==> src/hdl/bff_pkg.sv <==
package bff_pkg;

  localparam int MAX_BITS    = 65536;
  localparam int MAX_HASHES  = 16;
  localparam int MIN_BITS    = 64;
  localparam int STORE_BYTES = MAX_BITS / 8;
  localparam int ADDR_W      = $clog2(STORE_BYTES);
  localparam int POS_W       = $clog2(MAX_BITS);
  localparam int BITS_W      = 17;
  localparam int HCNT_W      = 5;
  localparam int HASH_W      = 64;
  localparam int DIGIT_W     = 4;
  localparam int MOD_STEPS   = HASH_W / DIGIT_W;
  localparam int DIG_CNT_W   = $clog2(MOD_STEPS);

  localparam logic [HASH_W-1:0] HASH_SEED = 64'hcbf29ce484222325;
  localparam logic [HASH_W-1:0] FNV_PRIME = 64'd1099511628211;
  localparam logic [HASH_W-1:0] LCG_MUL   = 64'd6364136223846793005;
  localparam logic [HASH_W-1:0] LCG_INC   = 64'd1442695040888963407;

  typedef enum logic [1:0] {
    MODE_ADD   = 2'd0,
    MODE_QUERY = 2'd1,
    MODE_LOAD  = 2'd2,
    MODE_READ  = 2'd3
  } mode_e;

  typedef enum logic [1:0] {
    CFG_BIT_COUNT  = 2'd0,
    CFG_HASH_COUNT = 2'd1
  } cfg_idx_e;

  typedef enum logic [2:0] {
    ST_CLEAR,
    ST_IDLE,
    ST_MUL,
    ST_MOD,
    ST_RD,
    ST_RMW,
    ST_RDB,
    ST_RES
  } core_state_e;

  typedef struct packed {
    mode_e             mode;
    logic [7:0]        data;
    logic              has;
    logic              last;
    logic [ADDR_W-1:0] idx;
  } item_t;

endpackage

==> src/hdl/bff_queue.sv <==
module bff_queue (
  input  logic          clk_i,
  input  logic          rst_ni,
  input  logic          push_i,
  input  logic          hold_i,
  input  bff_pkg::item_t item_i,
  output logic          stall_o,
  input  logic          pop_i,
  output logic          empty_o,
  output bff_pkg::item_t item_o
);

  bff_pkg::item_t slot_q [2];
  logic       wr_q, wr_d, rd_q, rd_d;
  logic [1:0] cnt_q, cnt_d;
  logic       do_push;

  assign stall_o = (cnt_q == 2'd2) | hold_i;
  assign empty_o = (cnt_q == 2'd0);
  assign item_o  = slot_q[rd_q];
  assign do_push = push_i & ~stall_o;

  always_comb begin
    wr_d  = wr_q ^ do_push;
    rd_d  = rd_q ^ pop_i;
    cnt_d = cnt_q + {1'b0, do_push} - {1'b0, pop_i};
  end

  always_ff @(posedge clk_i or negedge rst_ni) begin
    if (!rst_ni) begin
      wr_q  <= 1'b0;
      rd_q  <= 1'b0;
      cnt_q <= 2'd0;
    end else begin
      wr_q  <= wr_d;
      rd_q  <= rd_d;
      cnt_q <= cnt_d;
    end
  end

  always_ff @(posedge clk_i) begin
    if (do_push) begin
      slot_q[wr_q] <= item_i;
    end
  end

endmodule

==> config.mk <==
export PLATFORM = sky130hd
export DESIGN_NAME = bff_queue
export DESIGN_NICKNAME = d
export VERILOG_FILES = /design/src/hdl/bff_pkg.sv /design/src/hdl/bff_queue.sv
export SDC_FILE = /design/constraint.sdc
export NUM_CORES = 1
export LEC_CHECK = 0
export BUFFER_PORTS_ARGS = -buffer_cell sky130_fd_sc_hd__buf_4
export CAP_MARGIN = 20
export CORE_UTILIZATION = 50
export CTS_CLUSTER_SIZE = 10
export DETAILED_ROUTE_END_ITERATION = 10
export PLACE_DENSITY = 0.84
export SLEW_MARGIN = 30
export SYNTH_ARGS = -nofsm -noshare
export SYNTH_HDL_FRONTEND = slang
export SYNTH_SLANG_ARGS = --single-unit
==> constraint.sdc <==
create_clock -name clk_i -period 2.3 [get_ports clk_i]
set_clock_uncertainty 0.2 [all_clocks]
set_input_delay 0.46 -clock clk_i [delete_from_list [all_inputs] [get_ports clk_i]]
set_output_delay 0.46 -clock clk_i [all_outputs]
set_load 0.02 [all_outputs]
# Yosys cells after proc, flatten, opt, wreduce, memory -nomap -nowiden
# Memories as Yosys holds them, arrays and structs flattened.
# Cells that the tools add are included.
# totals
reg_bits,4
ram_bits,50
out_inout_bits,27
n_memories,1
# op_classes
n_addsub,2
eq_ne,1
mux,2
n_bitwise,5
reduce_logical,1
# memory_table
memory,depth,word_bits,rd,rd_ports_with_merged_regs,wr,line,text
slot_q,2,25,1,0,1,bff_queue.sv:13,bff_pkg::item_t slot_q [2];
# op_table
operator,count
2-bit by 1-bit adder with 2-bit output,1
"2-bit == test, second input constant",1
2-bit zero test,1
1-bit 2-to-1 mux,2
2-bit by 1-bit subtractor with 2-bit output,1
1-bit XOR,2
1-bit bitwise AND,1
1-bit inverter,1
1-bit OR,1

# Depth between registers and ports, before layout
# depth
ltp_word,6
ltp_mapped,7
depth_no_buf,7

# Worst setup path after synthesis
# No wires, ideal clock.
# synth_timing
kind,input port to flip-flop
from,input hold_i
to,memory slot_q[1][0] (netlist bit) (enable)
setup_ns,0.384
arrival_time_ns,1.357
required_ns,1.716
slack_ns,0.359
cell_stages,2
path_buffers,0
cell_sequence,and3b_1 > ha_1
# synth_between
elab_chain_len,5
# synth_lines
item,line,text
from (decl),bff_queue.sv:5,"input logic hold_i,"
1-bit OR,bff_queue.sv:18,assign stall_o = (cnt_q == 2'd2) | hold_i;
1-bit inverter,bff_queue.sv:21,assign do_push = push_i & ~stall_o;
1-bit bitwise AND,bff_queue.sv:21,
1-bit 2-to-1 mux,bff_queue.sv:42,if (do_push) begin
1-bit 2-to-1 mux (not written as such),bff_queue.sv:43,slot_q[wr_q] <= item_i;
to (decl),bff_queue.sv:13,
# No other way between the ends.

==> results.py <==
metrics = {
    "pwr": {
        "p_leak_nw": 1.10,
        "pwr-share-seq_pct": 44.1,
        "clock_power_share_pct": 16.9,
        "combPwrFrac_pct": 39.0,
        "p_sw_uw": 895,
        "p_int_mw": 2.02,
        "p_total_mw": 2.91,
        "powerDensity_nw_per_um2": 1080,
        "peakVddDrop_uv": 524,
        "swShare_pct": 30.7,
    },
    "synthesis": {
        "avgSynthCellArea_sq_um": 21.9,
        "yosysWarnings": 0,
        "synthTopCellsByArea": "edfxtp_1, mux2_4, dfrtp_1",
        "synth_edf_count": 50,
        "syn_nets": 131,
        "ys_top_cells_by_count": "edfxtp_1, mux2_4, mux2_2",
        "yosysTopAreaCellShare_pct": 70.6,
        "synthArstFlopShare_pct": 7.41,
        "synth_ff_type": "edfxtp_1",
        "netlist_instances": 97,
        "syn_area_sq_um": 2130,
        "ys_seq_elements": 54,
        "yosysTopAreaCell": "edfxtp_1",
        "ys_types": 14,
        "yosysMostFrequentCell": "edfxtp_1",
        "synth-seq-area-share_pct": 75.3,
    },
    "route": {
        "detail_route.wl_per_cell_microns": 15.6,
        "vias_per_cell": 4.89,
        "first_iter_violations": 20,
        "wl_microns": 3360,
        "postRouteAntennaNets": 0,
        "vias": 1052,
        "drcViolationCount": 0,
        "drt_pre_antenna_iters": 2,
    },
    "clock_network": {
        "cts_buffers": 5,
        "cts_tree": "built",
        "clock_sink_count": 54,
        "h-tree-depth": 2,
        "clock_latency_ns": 0.30,
        "clk_path_buf_depth": 2,
        "postCtsSetupRepairBufs": 0,
        "clk_pin_slew_ns": 0.09,
        "root_buffer": "clkbuf_8",
    },
    "sta": {
        "finalHoldViolCount": 0,
        "finalCritPeriodShare_pct": 91.2,
        "finalCriticalPeriod_ns": 2.10,
        "relSlewSlack_pct": 82.2,
        "holdWs_ns": 0.134,
        "worstMarginPinSlew_ns": 0.266,
        "rsz0062_at_grt": "false",
        "setup-violations-final": 0,
        "drv_slew": 0,
        "setup_tns_ns": 0,
        "fmax_ghz": 0.477,
    },
    "final_layout": {
        "area_growth_pct": 26.9,
        "post-route-util_pct": 67.0,
        "final_cells": 215,
        "final_nets": 198,
        "antennaDiodeCount": 0,
        "layout-drive-gt1-share_pct": 57.0,
    },
    "setup_path": {
        "crit_fanout": 14,
        "arrival_ns": 1.44,
        "startpoint_type": "register",
        "crit_type": "reg -> out",
        "worstSetupEndpointType": "output pin",
        "required_ns": 1.64,
    },
    "die": {
        "die_w_microns": 67.2,
        "rows": 23,
        "chipHeight_microns": 67.2,
        "core_sq_um": 4030,
        "io_pins": 57,
        "die_area_sq_um": 4520,
        "initial_core_util_pct": 52.8,
    },
    "global_routing": {
        "grt_pass1_vias": 1064,
        "grt.overflow.total": 0,
        "grt_max_degree": 20,
        "grt_usage_pct": 16.0,
        "grt_first_pass_wirelength_microns": 4930,
        "antenna_found_initial": 0,
    },
    "run_status": {
        "status": "complete, no violations",
    },
    "flow_run": {
        "drv_cap": 0,
    },
    "placement": {
        "dp.cells": 206,
        "place_hpwl_microns": 2480,
        "port_buffers": 56,
        "gp_congestion": 0.633,
    },
    "worst_hold_path": {
        "hold_path.class": "in -> reg",
    },
}
metal layers:
metal  part of all wire (%)  track usage (%)
met4                   0.89             5.59
met2                     54             28.4
met5                      0                0
met1                     39             17.9
met3                    6.2             5.07
sequential cells by signal, summed over array words and instances (netlist names):
register / cells
cnt_q: 2
rd_q: 1
slot_q: 50
wr_q: 1
cell type report:
type                            instances  area (sq um)
Clock inverter                          3          16.3
Tap cell                               50          62.6
Timing Repair Buffer                   63           475
Fill cell                             284          1330
Sequential cell                        54          1600
Multi-Input combinational cell         37           462
Inverter                                3          11.3
Clock buffer                            5          68.8
critical path, stage by stage, from the launching register on:
cell,delay (ns)
dfrtp_1,0.35
buf_4,0.25
mux2_2,0.37
buf_4,0.16
what timing repair did:
| action | 4_1_cts | 5_1_grt |
|---|---|---|
| endpoints found under the hold margin | 4 | 0 |
| hold buffers | 1 | 0 |
| resized for setup | 0 | 0 |
layout by cell type, fill, tap and decap left out:
cell	n
mux2_2	6
xnor2_1	2
edfxtp_1	50
clkinvlp_4	1
xor2_1	1
clkinv_2	1
nor2_1	1
mux2_4	19
inv_1	3
dfrtp_1	4
clkbuf_8	5
nand3b_1	1
nand2b_1	2
dlygate4sd3_1	1
ha_1	4
clkinv_1	1
buf_4	62
and3b_1	1
final timing paths:
kind	slack (ns)	endpoint	start	cells after the start
max	0.20	item_o[2]	rd_q$_DFF_PN0_	3
min	0.13	slot_q[0][1]$_DFFE_PP_	item_i[1]	1
max reg2reg	0.57	slot_q[1][19]$_DFFE_PP_	cnt_q[1]$_DFF_PN0_	4
min reg2reg	0.32	cnt_q[1]$_DFF_PN0_	cnt_q[1]$_DFF_PN0_	1
max in group asynchronous	1.50	wr_q$_DFF_PN0_	rst_ni	2
min in group asynchronous	0.29	cnt_q[1]$_DFF_PN0_	rst_ni	2
cell families (layout without fill, tap and decap cells):
family,count (synthesis),after routing,share of synthesized area (%)
xor+xnor,3,3,1.24
fa+ha+maj,4,4,2.35
buf+inv,6,74,2.94
flops,54,54,75.3
mux,25,25,16.6
simple gates,5,5,1.53
power by group through the flow:
stage               sequential [mW]  clock [mW]  combinational [mW]
floorplan                      1.29           0               0.834
global placement               1.30           0                1.12
detailed placement             1.31           0                1.16
CTS                            1.29       0.511                1.16
global route                   1.30       0.551                1.21
finish                         1.29       0.492                1.14
stage by stage:
| stage | area, sq um | setup WS, ns |
|---|---|---|
| 2_1_floorplan | 2130 | 0.359 |
| 3_3_place_gp | 2600 | 0.535 |
| 3_5_place_dp | 2600 | 0.466 |
| 4_1_cts | 2700 | 0.196 |
| 5_1_grt | 2700 | 0.139 |
| 6_report | 2700 | 0.203 |
No activity file was read; power rests on OpenSTA's default activity.
